--- src/hw/rtl/pkcs1_v15_block_unpad_top_macros.svh ---
// Assertion macros for the PKCS#1 v1.5 unpad block.
// Used by pkcs1_v15_block_unpad_top; needs i_clk and i_rst_n in scope.
`ifndef PKCS1_V15_BLOCK_UNPAD_TOP_MACROS_SVH
`define PKCS1_V15_BLOCK_UNPAD_TOP_MACROS_SVH

// antecedent implies consequent in the same cycle
`define PKUV_ASSERT_SAME(label, ante, cons, msg) \
    label: assert property (@(posedge i_clk) disable iff (!i_rst_n) (ante) |-> (cons)) \
        else $error(msg);

// antecedent implies consequent in the next cycle
`define PKUV_ASSERT_NEXT(label, ante, cons, msg) \
    label: assert property (@(posedge i_clk) disable iff (!i_rst_n) (ante) |=> (cons)) \
        else $error(msg);

`endif

--- src/hw/rtl/pkuv_pkg.sv ---
// Shared types and constants for the PKCS#1 v1.5 unpad block.
// No dependencies.
package pkuv_pkg;

    localparam int BYTE_W    = 8;
    localparam int BB_W      = 10;  // block_bytes register width
    localparam int LEN_W     = 11;  // effective length and position compares
    localparam int MLEN_W    = 10;
    localparam int STATUS_W  = 2;
    localparam int CFG_IDX_W = 1;
    localparam int Q_DEPTH   = 2;
    localparam int Q_PTR_W   = 1;

    localparam logic [CFG_IDX_W-1:0] CFG_BLOCK_BYTES = 1'b0;
    localparam logic [CFG_IDX_W-1:0] CFG_PAD_TYPE    = 1'b1;

    localparam logic [BYTE_W-1:0] BYTE_ZERO  = 8'h00;
    localparam logic [BYTE_W-1:0] BYTE_TYPE1 = 8'h01;
    localparam logic [BYTE_W-1:0] BYTE_TYPE2 = 8'h02;
    localparam logic [BYTE_W-1:0] BYTE_FF    = 8'hFF;

    localparam logic [LEN_W-1:0] MIN_BLOCK = 11'd11;

    localparam logic [STATUS_W-1:0] ST_OK    = 2'd0;
    localparam logic [STATUS_W-1:0] ST_BAD   = 2'd1;
    localparam logic [STATUS_W-1:0] ST_SHORT = 2'd2;

    typedef enum logic [2:0] {
        PH_ZERO,
        PH_TYPE,
        PH_PAD,
        PH_MSG,
        PH_ERR
    } t_phase;

    typedef struct packed {
        logic [BB_W-1:0] block_bytes;
        logic            pad_type;
    } t_cfg;

    typedef struct packed {
        logic [BYTE_W-1:0]   msg_byte;
        logic                byte_valid;
        logic                block_end;
        logic [STATUS_W-1:0] status;
        logic [MLEN_W-1:0]   msg_len;
    } t_res;

endpackage

--- src/hw/rtl/pkuv_front.sv ---
// Front end: header/padding parser, one byte per cycle unless the queue is full, emits result words.
// Depends on pkuv_pkg.
module pkuv_front #(
    parameter int MAX_BLOCK_BYTES = 512
) (
    input  logic                          i_clk,
    input  logic                          i_rst_n,
    input  pkuv_pkg::t_cfg                i_cfg,
    input  logic                          i_in_valid,
    output logic                          o_in_ready,
    input  logic [pkuv_pkg::BYTE_W-1:0]   i_pad_byte,
    input  logic                          i_q_full,
    output logic                          o_push,
    output pkuv_pkg::t_res                o_res
);
    import pkuv_pkg::*;

    localparam int PW = $clog2(MAX_BLOCK_BYTES);
    localparam logic [LEN_W-1:0] MAX_LEN = LEN_W'(MAX_BLOCK_BYTES);

    t_phase            r_phase, n_phase;
    logic [PW-1:0]     r_pos;
    logic [MLEN_W-1:0] r_count, n_count;
    logic              r_pad_seen, n_pad_seen;

    logic [LEN_W-1:0]  len_raw, len;
    logic              accept, is_last, short_blk, valid;

    assign o_in_ready = !i_q_full;
    assign accept     = i_in_valid && !i_q_full;

    // zero acts as one, above the max clamps to the max
    assign len_raw   = (i_cfg.block_bytes == '0) ? LEN_W'(1)
                                                 : LEN_W'(i_cfg.block_bytes);
    assign len       = (len_raw > MAX_LEN) ? MAX_LEN : len_raw;
    assign is_last   = (LEN_W'(r_pos) + LEN_W'(1)) >= len;
    assign short_blk = len < MIN_BLOCK;

    always_comb begin
        n_phase    = r_phase;
        n_count    = r_count;
        n_pad_seen = r_pad_seen;
        valid      = 1'b0;
        if (!short_blk) begin
            case (r_phase)
                PH_ZERO: begin
                    n_phase = (i_pad_byte == BYTE_ZERO) ? PH_TYPE : PH_ERR;
                end
                PH_TYPE: begin
                    n_phase = (i_pad_byte == (i_cfg.pad_type ? BYTE_TYPE2 : BYTE_TYPE1))
                            ? PH_PAD : PH_ERR;
                end
                PH_PAD: begin
                    if (i_cfg.pad_type) begin
                        if (i_pad_byte == BYTE_ZERO) n_phase = PH_MSG;
                    end else if (i_pad_byte == BYTE_FF) begin
                        n_pad_seen = 1'b1;
                    end else if (i_pad_byte == BYTE_ZERO && r_pad_seen) begin
                        n_phase = PH_MSG;
                    end else begin
                        n_phase = PH_ERR;
                    end
                end
                PH_MSG: begin
                    valid   = 1'b1;
                    n_count = r_count + MLEN_W'(1);
                end
                default: begin
                    n_phase = PH_ERR;
                end
            endcase
        end

        o_res.msg_byte   = valid ? i_pad_byte : '0;
        o_res.byte_valid = valid;
        o_res.block_end  = is_last;
        o_res.status     = ST_OK;
        o_res.msg_len    = '0;
        if (is_last) begin
            if (short_blk) begin
                o_res.status = ST_SHORT;
            end else if (n_phase == PH_MSG) begin
                o_res.msg_len = n_count;
            end else begin
                o_res.status = ST_BAD;
            end
        end
    end

    assign o_push = accept && (valid || is_last);

    always_ff @(posedge i_clk) begin
        if (!i_rst_n) begin
            r_phase    <= PH_ZERO;
            r_pos      <= '0;
            r_count    <= '0;
            r_pad_seen <= 1'b0;
        end else if (accept) begin
            if (is_last) begin
                r_phase    <= PH_ZERO;
                r_pos      <= '0;
                r_count    <= '0;
                r_pad_seen <= 1'b0;
            end else begin
                // not last means pos+1 < len <= max, so no overflow
                r_phase    <= n_phase;
                r_pos      <= r_pos + PW'(1);
                r_count    <= n_count;
                r_pad_seen <= n_pad_seen;
            end
        end
    end

endmodule

--- src/hw/rtl/pkuv_queue.sv ---
// Back end: two-entry result queue whose head drives the output channel.
// Depends on pkuv_pkg.
module pkuv_queue (
    input  logic           i_clk,
    input  logic           i_rst_n,
    input  logic           i_push,
    input  pkuv_pkg::t_res i_res,
    output logic           o_full,
    output logic           o_out_valid,
    input  logic           i_out_ready,
    output pkuv_pkg::t_res o_res
);
    import pkuv_pkg::*;

    localparam int CNT_W = $clog2(Q_DEPTH + 1);

    t_res               r_mem [Q_DEPTH];
    logic [Q_PTR_W-1:0] r_wptr, r_rptr;
    logic [CNT_W-1:0]   r_count;
    logic               pop;

    assign o_full      = (r_count == CNT_W'(Q_DEPTH));
    assign o_out_valid = (r_count != '0);
    assign o_res       = r_mem[r_rptr];
    assign pop         = o_out_valid && i_out_ready;

    always_ff @(posedge i_clk) begin
        if (i_push) r_mem[r_wptr] <= i_res;
    end

    // depth is a power of two, pointers wrap on their own
    always_ff @(posedge i_clk) begin
        if (!i_rst_n) begin
            r_wptr  <= '0;
            r_rptr  <= '0;
            r_count <= '0;
        end else begin
            if (i_push) r_wptr <= r_wptr + Q_PTR_W'(1);
            if (pop)    r_rptr <= r_rptr + Q_PTR_W'(1);
            case ({i_push, pop})
                2'b10:   r_count <= r_count + CNT_W'(1);
                2'b01:   r_count <= r_count - CNT_W'(1);
                default: r_count <= r_count;
            endcase
        end
    end

endmodule

--- src/hw/rtl/pkcs1_v15_block_unpad_top.sv ---
// PKCS#1 v1.5 block unpad, top level: config registers, parser, result queue.
// Depends on pkuv_pkg, pkuv_front, pkuv_queue and the macros header.
//
// Takes one byte of a decrypted block per cycle, checks the 00 01 / 00 02
// header and the padding up to the 00 separator, and returns one word per
// message byte; the block's final byte always gives a word with status and
// length. Sustained rate is one byte per clock: the parser decides each byte
// combinationally and a two-entry queue decouples it from the output, so
// input stalls only once two result words are waiting. An accepted byte's
// result word is registered into the queue. Padding bytes make no word.
// Registers must be written only while idle; the block does not enforce this.
// block_bytes 0 acts as 1 and values above MAX_BLOCK_BYTES clamp to it.
`include "pkcs1_v15_block_unpad_top_macros.svh"

module pkcs1_v15_block_unpad_top #(
    parameter int MAX_BLOCK_BYTES = 512
) (
    input  logic                             i_clk,
    input  logic                             i_rst_n,
    input  logic                             i_cfg_we,
    input  logic [pkuv_pkg::CFG_IDX_W-1:0]   i_cfg_idx,
    input  logic [pkuv_pkg::BB_W-1:0]        i_cfg_wdata,
    input  logic                             i_in_valid,
    output logic                             o_in_ready,
    input  logic [pkuv_pkg::BYTE_W-1:0]      i_pad_byte,
    output logic                             o_out_valid,
    input  logic                             i_out_ready,
    output logic [pkuv_pkg::BYTE_W-1:0]      o_msg_byte,
    output logic                             o_byte_valid,
    output logic                             o_block_end,
    output logic [pkuv_pkg::STATUS_W-1:0]    o_status,
    output logic [pkuv_pkg::MLEN_W-1:0]      o_msg_len
);
    import pkuv_pkg::*;

    t_cfg  r_cfg;
    t_res  push_res, head_res;
    logic  push, q_full;

    always_ff @(posedge i_clk) begin
        if (!i_rst_n) begin
            r_cfg.block_bytes <= BB_W'(128);
            r_cfg.pad_type    <= 1'b1;
        end else if (i_cfg_we) begin
            case (i_cfg_idx)
                CFG_BLOCK_BYTES: r_cfg.block_bytes <= i_cfg_wdata;
                CFG_PAD_TYPE:    r_cfg.pad_type    <= i_cfg_wdata[0];
                default:         r_cfg             <= r_cfg;
            endcase
        end
    end

    pkuv_front #(
        .MAX_BLOCK_BYTES(MAX_BLOCK_BYTES)
    ) u_front (
        .i_clk      (i_clk),
        .i_rst_n    (i_rst_n),
        .i_cfg      (r_cfg),
        .i_in_valid (i_in_valid),
        .o_in_ready (o_in_ready),
        .i_pad_byte (i_pad_byte),
        .i_q_full   (q_full),
        .o_push     (push),
        .o_res      (push_res)
    );

    pkuv_queue u_queue (
        .i_clk       (i_clk),
        .i_rst_n     (i_rst_n),
        .i_push      (push),
        .i_res       (push_res),
        .o_full      (q_full),
        .o_out_valid (o_out_valid),
        .i_out_ready (i_out_ready),
        .o_res       (head_res)
    );

    assign o_msg_byte   = head_res.msg_byte;
    assign o_byte_valid = head_res.byte_valid;
    assign o_block_end  = head_res.block_end;
    assign o_status     = head_res.status;
    assign o_msg_len    = head_res.msg_len;

    `PKUV_ASSERT_SAME(a_word_has_content, o_out_valid, o_byte_valid || o_block_end, "empty result word")
    `PKUV_ASSERT_SAME(a_mid_block_clean, o_out_valid && !o_block_end, o_status == ST_OK && o_msg_len == '0, "status or length set before block end")
    `PKUV_ASSERT_SAME(a_err_no_len, o_out_valid && o_status != ST_OK, o_msg_len == '0 && !o_byte_valid, "error word carries data")
    `PKUV_ASSERT_NEXT(a_full_stalls, push && q_full, 1'b0, "push into full queue")

endmodule

--- config.mk ---
export PLATFORM = sky130hd
export DESIGN_NAME = pkcs1_v15_block_unpad_top
export DESIGN_NICKNAME = d
export VERILOG_FILES = /design/src/hw/rtl/pkuv_pkg.sv /design/src/hw/rtl/pkuv_front.sv /design/src/hw/rtl/pkuv_queue.sv /design/src/hw/rtl/pkcs1_v15_block_unpad_top.sv
export VERILOG_INCLUDE_DIRS = /design/src /design/src/hw/rtl
export SDC_FILE = /design/constraint.sdc
export NUM_CORES = 1
export LEC_CHECK = 0
export BUFFER_PORTS_ARGS = -buffer_cell sky130_fd_sc_hd__buf_2
export CORE_UTILIZATION = 45
export CTS_BUF_LIST = sky130_fd_sc_hd__clkbuf_8
export CTS_CLUSTER_SIZE = 12
export DETAILED_ROUTE_END_ITERATION = 10
export PLACE_DENSITY = 0.62
export SYNTH_ARGS = -nofsm -noshare
export SYNTH_HDL_FRONTEND = slang
export SYNTH_SLANG_ARGS = --single-unit
export TNS_END_PERCENT = 30
--- constraint.sdc ---
create_clock -name i_clk -period 5.4 [get_ports i_clk]
set_clock_uncertainty 0.2 [all_clocks]
set_input_delay 0.54 -clock i_clk [delete_from_list [all_inputs] [get_ports i_clk]]
set_output_delay 0.54 -clock i_clk [all_outputs]
set_load 0.02 [all_outputs]
# [Word level (Yosys, flattened, before mapping)]
# Memory sizes are Yosys's and may differ from the RTL's. A register that Yosys moved wholly into a read port is not among the register bits.
# Cells that the tools add are included.
[word_totals] word_cells=82 in_bits=24 ram_bits=44 memories=1 ff_bits=38
[memory_table] name="u_queue.r_mem" words=2 word_bits=22 read_ports=1 rd_clocked_by_memory_dff=1 write_ports=1 line="pkuv_queue.sv:17" source="t_res r_mem [Q_DEPTH];"
[classes] n_lt_le_gt_ge=3 n_addsub=7 reduce_logical=16 n_mux=34 n_eq_ne=11 bitwise=1
[op_table] op="10-bit two-way mux" n=6
[op_table] op="3-bit two-way mux" n=8
[op_table] op="1-bit two-way mux" n=12
[op_table] op="12-bit two-way mux" n=1
[op_table] op="3-bit case mux with 4 select lines" n=1
[op_table] op="11-bit greater-or-equal comparator" n=1
[op_table] op="11-bit by 10-bit > comparator with 1-bit output, second input constant" n=1
[op_table] op="11-bit by 4-bit < comparator with 1-bit output, second input constant" n=1
[op_table] op="11-bit two-way mux" n=1
[op_table] op="10-bit by 1-bit adder with 10-bit output, second input constant" n=1
[op_table] op="9-bit by 1-bit adder with 10-bit output, second input constant" n=1
[op_table] op="10-bit zero test" n=1
[op_table] op="9-bit by 1-bit adder with 9-bit output, second input constant" n=1
[op_table] op="3-bit by 2-bit == test with 1-bit output, second input constant" n=3
[op_table] op="9-bit two-way mux" n=1
[op_table] op="8-bit == test" n=1
[op_table] op="8-bit == test, second input constant" n=1
[op_table] op="8-bit zero test" n=1
[op_table] op="8-bit two-way mux" n=1
[op_table] op="2-bit nonzero test" n=4
[op_table] op="5-bit AND reduction" n=1
[op_table] op="2-bit == test, second input constant" n=2
[op_table] op="1-bit logical AND" n=4
[op_table] op="2-bit two-way mux" n=2
[op_table] op="other kinds (12)" n=15

# [Depth between registers and ports, before layout]
# Gate-level depths: netlist of the first run.
[depth] ltp_word=11 depth_mapped=17

# [Modules after synthesis]
# A second synthesis of the first run with hierarchy kept.
[hier_totals] cells_unflattened=394 area_unflattened_um2=4172.8
[modules_own_cells] mod="pkuv_front" area_per_inst_um2=1906.8 instances=1 cells_each=255
[modules_own_cells] mod="pkuv_queue" area_per_inst_um2=1805.5 instances=1 cells_each=91
[modules_own_cells] mod="pkcs1_v15_block_unpad_top" area_per_inst_um2=460.4 instances=1 cells_each=48

# [Least setup slack after synthesis of the first run]
# No wires, ideal clock.
[synth_timing] path_kind="register to register" startpoint="reg u_front.r_pos[0]" endpoint="mem u_queue.r_mem[0][0] (netlist name), enable pin" t_arrival_ns=3.396 stages_incl_launch_ff=15 slack_ns=1.404 synth_period_minus_slack_ns=3.996 n_path_buf=1 cell_sequence="dfxtp_1 -> ha_1 -> nand3_1 -> nor2_1 -> nand3_1 -> xnor2_1 -> ha_1 -> o21ai_0 -> a21oi_1 -> a311oi_1 -> and2_1 -> clkbuf_8 -> inv_1 -> o21ai_1 -> nor2_1"
[synth_lines] item="start: declaration" line="pkuv_front.sv:22" source="logic [PW-1:0] r_pos;"
[synth_lines] item="start signal: assignment" line="pkuv_front.sv:107" source="r_pos <= r_pos + PW'(1);"
[synth_lines] item="end: declaration" line="pkuv_queue.sv:17"

==> results.md, run 1 <==
* Hold depth at 3
* Fin crit period at between 4 and 5 ns
* Max-cap violations at 0
* Critical path cell sequence: ha_1 > nand3_1 > nor2_1 > nand3_1 > xnor2_1 > ha_1 > a21oi_1 > nor2b_1 > a311oi_1 > and2_1 > inv_1 > o21ai_1 > ha_1 > or3_1 > a21oi_1
* Die width at slightly below 100 µm
* Htree depth at 3
* Final Cell Area at 4643 µm²
* Initial core utilization at between 40% and 50%
* Final Hold Fails at 0
* Synth Net Count at 442
* Final setup TNS at 0 ns
* Final max-slew violation count at 0
* Post-Syn Area at 4141 µm²
* Crit end category: flip-flop
* Root buffer cell: clkbuf_8
* Ratio of final minimum period to clock period at 77.97%
* Top_reg_cell synth: edfxtp_1
* Logic pwr share at approximately 16%
* Reg area at 2102 µm²
* Yosys reg bits at just over 80
* P per Cell Area at 293.5 nW/µm²
* VDD IR max at 115.8 µV
* Status: finished, violations left
* Number of flops mapped to enable cells by yosys at 44
* Syn. warnings at 0
* Post-synthesis sequential area ratio at 50.76%
* Endpoints failing setup at 0
* All-Layer GR Usage at 18.89%
* Asr flop ratio synth at 0%
* Routability cong. at ~0.84
* Global-route wire length before repair at 14,260 µm
* Int Power at 984.3 µW
* WHS at 0.1888 ns
* DRT Pass-1 Iters at 7
* Clock Power Share at 32.6%
* Total core area at 8806 µm²
* Drt drc at 5
* Share of layout cells above drive strength 1 at between 20% and 30%
* # fillers at between 700 and 800
* Wire per inst at 15.12 µm
* Cell Area, Placed at 4449 µm²
* Setup bufs post-CTS at 0
* Sw power at approximately 380 µW
* Crit path DAT at 4.29 ns
* Fmax at 237.5 MHz
* Global route overflow at 0
* Skew-Pair Late Insertion Delay at roughly 0.36 ns
* I/O pin cnt at 48
* Post-DRT Antenna Nets at 0
* Worst-path clk slew at 0.09 ns
* Pleak at 0.001693 µW
* Antenna cells at 0
* Nets at 488
* Failing checks: design-rule violations
* Post-synthesis cell type count at 55
* Initial antenna violation count at 0
* Vias in the first global route at roughly 2,900
* Post-Route Utilization at between 50% and 60%
* Min-Delay Path Class: in -> reg
* RSZ-0062 raised after global routing: no
* Crit-path max cell delay at around 0.40 ns
* CP startpoint kind: flip-flop
* IO Port Bufs at 47
* Crit path max-delay cell type: dfxtp_1
* P&R area growth vs syn at 12.11%
* Hold_buf cts at 0
* CP Class: reg -> reg
* Sequential power share at 51.9%
* CTS buffer count at 9
* Post-cts resize count at 0
* Synth Instances at about 400
* Synthesized area per cell at between 10 and 15 µm²
* CTS max path bufs at 2
* Vias per std cell at 5.568
* Die Area at 9591 µm²
* Vias at around 3,100
* Site row count at 34
* Post-DP HPWL at 5872 µm
* Worst-Margin Slew at 1.221 ns
* CTS sink cnt at 83
* Initial DRC Count at between 100 and 150
* Area of the multi-input gates at 1932 µm²
* Critical-path maximum fanout at 10
* Total wire length at 8541 µm
* Die height at 97.94 µm
* Relative slew slack at 18.33%
* Most used cell, CP: ha_1
* Reg2Reg Depth at 15
* Largest net degree at the start of global routing at 24
* CTS tree: built
* WP data required at 5.48 ns
* Sw frac at 27.77%
==> final cells by class <==
class | count | share of cell area [%]
clock buffer | 9 | 2.668
clock inverter | 7 | 1.509
inverter | 8 | 0.6467
multi-input combinational | 301 | 41.61
sequential | 83 | 45.27
tap | 108 | 2.910
timing repair buffer | 49 | 5.389
==> kinds of logic (layout without fill, tap and decap cells) <==
family,after synthesis,after routing,share of synthesized area (%)
adders and majority gates,12,12,3.625
muxes,23,23,6.224
xor gates and xnor gates,15,15,3.172
buffers and inverters,22,73,2.659
DFF,83,83,50.76
AOI/OAI and AO/OA,79,79,13.84
and+or+nand+nor,172,172,19.73
==> path summary, 6_finish.rpt <==
check                                       from                  to  slack, ns
worst min register to register          r_cfg[6]            r_cfg[6]       0.28
worst max-delay path            u_front.r_pos[0]  u_queue.r_count[1]       1.19
worst min-delay path              i_cfg_wdata[7]            r_cfg[8]       0.19
worst max register to register  u_front.r_pos[0]  u_queue.r_count[1]       1.19
==> registers in the layout (all words and copies together) (netlist names), named ones only <==
name and flops:
u_queue.r_count 2, u_front.r_pad_seen 1, u_front.r_phase 3, u_queue.r_wptr 1, u_front.r_pos 9, u_front.r_count 10
u_queue.r_rptr 1, u_queue.r_mem 44, r_cfg 11
==> per-stage QoR <==
stage                     worst slack, ns  total power (µW)  instances
after floorplan                     1.404             869.6        406
after CTS                           1.182              1373        565
after global routing               0.7479              1427        565
after global placement              1.397             931.9        549
after detailed placement            1.214             934.6        549
final                               1.190              1363        565
==> power by group through the flow <==
stage | combinational (µW) | clock (µW) | sequential [µW]
4_1_cts | 213 | 452 | 708
3_3_place_gp | 210 | 0 | 722
5_1_grt | 229 | 487 | 712
3_5_place_dp | 211 | 0 | 723
2_1_floorplan | 160 | 0 | 709
6_report | 211 | 445 | 707
==> synth_stat cells, types with 2 or more instances <==
cell type  instances  share of area, %
nand2_1           56               5.1
nor2_1            45               4.1
edfxtp_1          44                32
dfxtp_1           39                19
mux2_2            22               6.0
a21oi_1           19               2.3
nand3_1           16               1.9
and2_1            14               2.1
o21ai_0           13               1.6
ha_1              12               3.6
nor3_1            10               1.2
xnor2_1           10               2.1
clkbuf_1           8              0.73
a22o_1             6               1.3
a31oi_1            6              0.91
inv_1              6              0.54
nand4_1            5              0.76
nor2b_1            5              0.76
or2_2              5              0.76
xor2_1             5               1.1
a21oi_2            4              0.85
and3_1             4              0.60
buf_1              3              0.27
nand2b_1           3              0.45
o211ai_1           3              0.54
o22ai_1            3              0.45
o31ai_1            3              0.54
a2111oi_4          2               1.3
a211oi_1           2              0.36
a21o_1             2              0.36
a221o_1            2              0.48
a2bb2oi_1          2              0.42
a31o_2             2              0.42
clkbuf_8           2              0.66
clkinv_1           2              0.18
or3_1              2              0.30
==> worst max-delay path: cells and delay by family, from the launching register on <==
kind	cells	cell delay, ns
simple gates	6	1.37
flops	1	0.40
buf+inv	1	0.20
fa+ha+maj	3	0.83
xor+xnor	1	0.22
compound gates	4	0.90
==> routing by layer <==
metal	global-route usage, %	vias to the layer above	wire [µm]	share of wire, %
met2	30.55	79	3976	47
met5	0	-	0	0
met3	4.438	10	384	4.5
met1	25.06	1492	4090	48
met4	5.944	0	89	1.0
li1	-	1565	-	-
==> cells in the final DEF, fill, tap and decap left out, types with 3 or more instances in the layout <==
| master | count |
|---|---|
| dfxtp_1 | 39 |
| or2_2 | 5 |
| xnor2_1 | 10 |
| o22ai_1 | 3 |
| a21oi_1 | 19 |
| edfxtp_1 | 44 |
| a31oi_1 | 6 |
| nor2_1 | 44 |
| inv_1 | 8 |
| nand3_1 | 16 |
| nand4_1 | 5 |
| and3_1 | 4 |
| nand2b_1 | 3 |
| o21ai_0 | 13 |
| o211ai_1 | 3 |
| nand2_1 | 56 |
| and2_1 | 14 |
| a21oi_2 | 4 |
| xor2_1 | 5 |
| o31ai_1 | 3 |
| nor3_1 | 10 |
| buf_2 | 47 |
| nor2b_1 | 5 |
| ha_1 | 12 |
| a22o_1 | 6 |
| clkbuf_8 | 9 |
| mux2_2 | 22 |
Power figures use the tool's default switching activity.
==> run 2, diff against run 1 <==
--- a/config.mk
+++ b/config.mk
@@ -11,7 +11,7 @@
 export CTS_BUF_LIST = sky130_fd_sc_hd__clkbuf_8
 export CTS_CLUSTER_SIZE = 12
 export DETAILED_ROUTE_END_ITERATION = 10
-export PLACE_DENSITY = 0.62
+export PLACE_DENSITY = 0.65
 export SYNTH_ARGS = -nofsm -noshare
 export SYNTH_HDL_FRONTEND = slang
 export SYNTH_SLANG_ARGS = --single-unit
==> constraint.sdc (replaced) <==
create_clock -name i_clk -period 3.75 [get_ports i_clk]
set_clock_uncertainty 0.2 [all_clocks]
set_input_delay 0.375 -clock i_clk [delete_from_list [all_inputs] [get_ports i_clk]]
set_output_delay 0.375 -clock i_clk [all_outputs]
set_load 0.02 [all_outputs]
==> run 2 against run 1 <==
The run still ends with design-rule violations left. Critical endpoint is now u_queue.r_mem[0][19]. Power rose by 51%. Die area did not move. Non-clock buffer count rose by 8. First-iteration DRC count rose by 24%. Critical path type unchanged. Wire length fell by 0.97%. Maximum frequency rose by 20%. Via count fell by 0.92%. Worst setup slack got worse by 0.94 ns.
==> results.md, run 2 (synthesis results as in run 1) <==
* All-Layer GR Usage at 18.80% (-0.090 points)
* Ratio of final minimum period to clock period at 93.38% (+15 points)
* Sequential power share at 49.5% (-2.4 points)
* Drt drc at 6 (+1)
* Number of flip-flops in the largest register at 44 (unchanged)
* Final Cell Area at 4797 µm² (+3.3%)
* Most frequent cells in the layout: nand2_1 (56), buf_2 (47), edfxtp_1 (44), nor2_1 (42), dfxtp_1 (38)
* Initial core utilization at 47.03% (unchanged)
* Clock Power Share at 35.0% (+2.4 points)
* Routability cong. at 0.8103 (-4.1%)
* Top flop regs: u_queue.r_mem (44), r_cfg (11), u_front.r_count (10)
* Commonest non-fill, non-tap cell in the layout: nand2_1
* CTS tree: built
* Worst-path clk slew at 0.08 ns (about the same)
* Vias at 3,117 (-0.92%)
* Total core area at 8806 µm² (unchanged)
* Wire per inst at 14.76 µm (-2.4%)
* Relative slew slack at 30.87% (+13 points)
* Critical-path maximum fanout at 19 (+9)
* Int Power at 1501 µW (+52%)
* Skew-Pair Late Insertion Delay at 0.36 ns (about the same)
* Max-cap violations at 0 (unchanged)
* Site row count at 34 (unchanged)
* Share of layout cells above drive strength 1 at 27.10% (+4.3 points)
* Global route overflow at 0 (unchanged)
* Reg with most FFs: u_queue.r_mem
* CP Class: reg -> reg
* Endpoints failing setup at 0 (unchanged)
* IO Port Bufs at 47 (unchanged)
* Sw power at 555.6 µW (+47%)
* Logic pwr share at 15.5% (about the same)
* Global-route wire length before repair at 14,290 µm (+0.24%)
* Setup bufs post-CTS at 0 (unchanged)
* Crit path DAT at 3.36 ns (-0.93 ns)
* Die width at 97.94 µm (unchanged)
* Fin crit period at 3.502 ns (-0.7086 ns)
* Initial DRC Count at 162 (+24%)
* Antenna cells at 0 (unchanged)
* Post-DRT Antenna Nets at 0 (unchanged)
* VDD IR max at 230.4 µV (+99%)
* Total wire length at 8458 µm (-0.97%)
* Htree depth at 3 (unchanged)
* Fmax at 285.6 MHz (+20%)
* CTS sink cnt at 83 (unchanged)
* Cell Area, Placed at 4509 µm² (+1.3%)
* Final Hold Fails at 0 (unchanged)
* P per Cell Area at 428.7 nW/µm² (+46%)
* Post-DP HPWL at 5980 µm (+1.8%)
* Status: finished, violations left
* Largest net degree at the start of global routing at 24 (unchanged)
* CTS buffer count at 9 (unchanged)
* Sw frac at 27.01% (-0.75 points)
* Initial antenna violation count at 0 (unchanged)
* Die height at 97.94 µm (unchanged)
* Crit end category: flip-flop
* P&R area growth vs syn at 15.83%
* Vias per std cell at 5.440 (-2.3%)
* Failing checks: design-rule violations
* Worst-Margin Slew at 1.036 ns (-0.1850 ns)
* Nets at 496 (+1.6%)
* WP data required at 3.60 ns (-1.88 ns)
* CP startpoint kind: flip-flop
* CTS max path bufs at 2 (unchanged)
* DRT Pass-1 Iters at 7 (unchanged)
* Final max-slew violation count at 0 (unchanged)
* I/O pin cnt at 48 (unchanged)
* Root buffer cell: clkbuf_8
* Die Area at 9591 µm² (unchanged)
* Pleak at 0.001774 µW (+4.7%)
* Post-Route Utilization at 54.48% (+1.7 points)
* Min-Delay Path Class: in -> reg
* Vias in the first global route at 2,954 (+0.61%)
==> run 2: changes by cell type in the layout (fill, tap and decap cells not counted), sizes merged <==
cell | previous run | this run
clkinvlp | 2 | 1
buf | 49 | 57
bufinv | 1 | 2
inv | 9 | 8
clkinv | 3 | 4
==> run 2: stage by stage <==
stage	std cells	TNS (ns)	power (µW)	setup slack, ns	hold slack, ns
4_1_cts	573	0	2068	0.04413	0.03783
5_1_grt	573	-0.1777	2148	-0.01529	0.04759
6_report	573	0	2057	0.2482	0.04405
3_3_place_gp	557	0	1349	0.1109	0.2627
2_1_floorplan	406	0	1252	0.1069	0.2453
3_5_place_dp	557	-0.01387	1354	-0.01387	0.2691
==> run 2: layout make-up <==
| class | count | area, µm² |
|---|---|---|
| Inverter | 8 | 30.03 |
| Tap cell | 108 | 135.1 |
| Clock inverter | 7 | 98.84 |
| Timing Repair Buffer | 57 | 314.1 |
| Fill cell | 791 | 4009 |
| Sequential cell | 83 | 2103 |
| Multi-Input combinational cell | 301 | 1992 |
| Clock buffer | 9 | 123.9 |
==> run 2: what timing repair did <==
item / in CTS / in global routing
endpoints found under the setup margin: 1 / 36
resized for setup: 2 / 13
hold endpoints to repair: 0 / 0
hold buffers: 0 / 0
==> run 2: power by group through the flow <==
stage,Clock (µW),Combinational (µW),Sequential [µW]
after global placement,0,310,1040
after CTS,732,317,1020
after detailed placement,0,313,1040
final,720,318,1020
after global routing,776,345,1030
after floorplan,0,231,1020
==> run 2: routing by layer <==
metal / global-route usage, % / vias up / share of wire [%]
li1: - / 1579 / -
met3: 3.436 / 11 / 4.2
met1: 24.52 / 1453 / 47
met2: 30.93 / 74 / 47
met4: 7.459 / 0 / 1.7
met5: 0 / - / 0
==> run 2: worst paths after layout <==
| path | start | slack, ns | to | cells after the start |
|---|---|---|---|---|
| setup / recovery | u_front.r_pos[1] | 0.25 | u_queue.r_mem[0][19] | 15 |
| hold reg to reg | r_cfg[7] | 0.28 | r_cfg[7] | 2 |
| hold / removal | i_cfg_wdata[7] | 0.04 | r_cfg[8] | 3 |
| setup reg to reg | u_front.r_pos[1] | 0.25 | u_queue.r_mem[0][19] | 15 |
==> run 2: critical path, cell delays in order (launching register included) <==
cell and delay, ns:
dfxtp_1 0.37, ha_2 0.23, nand3_2 0.17, nor2_4 0.18, nand3_1 0.13, xnor2_2 0.16
ha_1 0.29, o21ai_0 0.08, a21oi_1 0.22, a311oi_2 0.15, and2_1 0.20, inv_1 0.09
o21ai_2 0.08, buf_4 0.16, nor2_2 0.23, buf_6 0.26
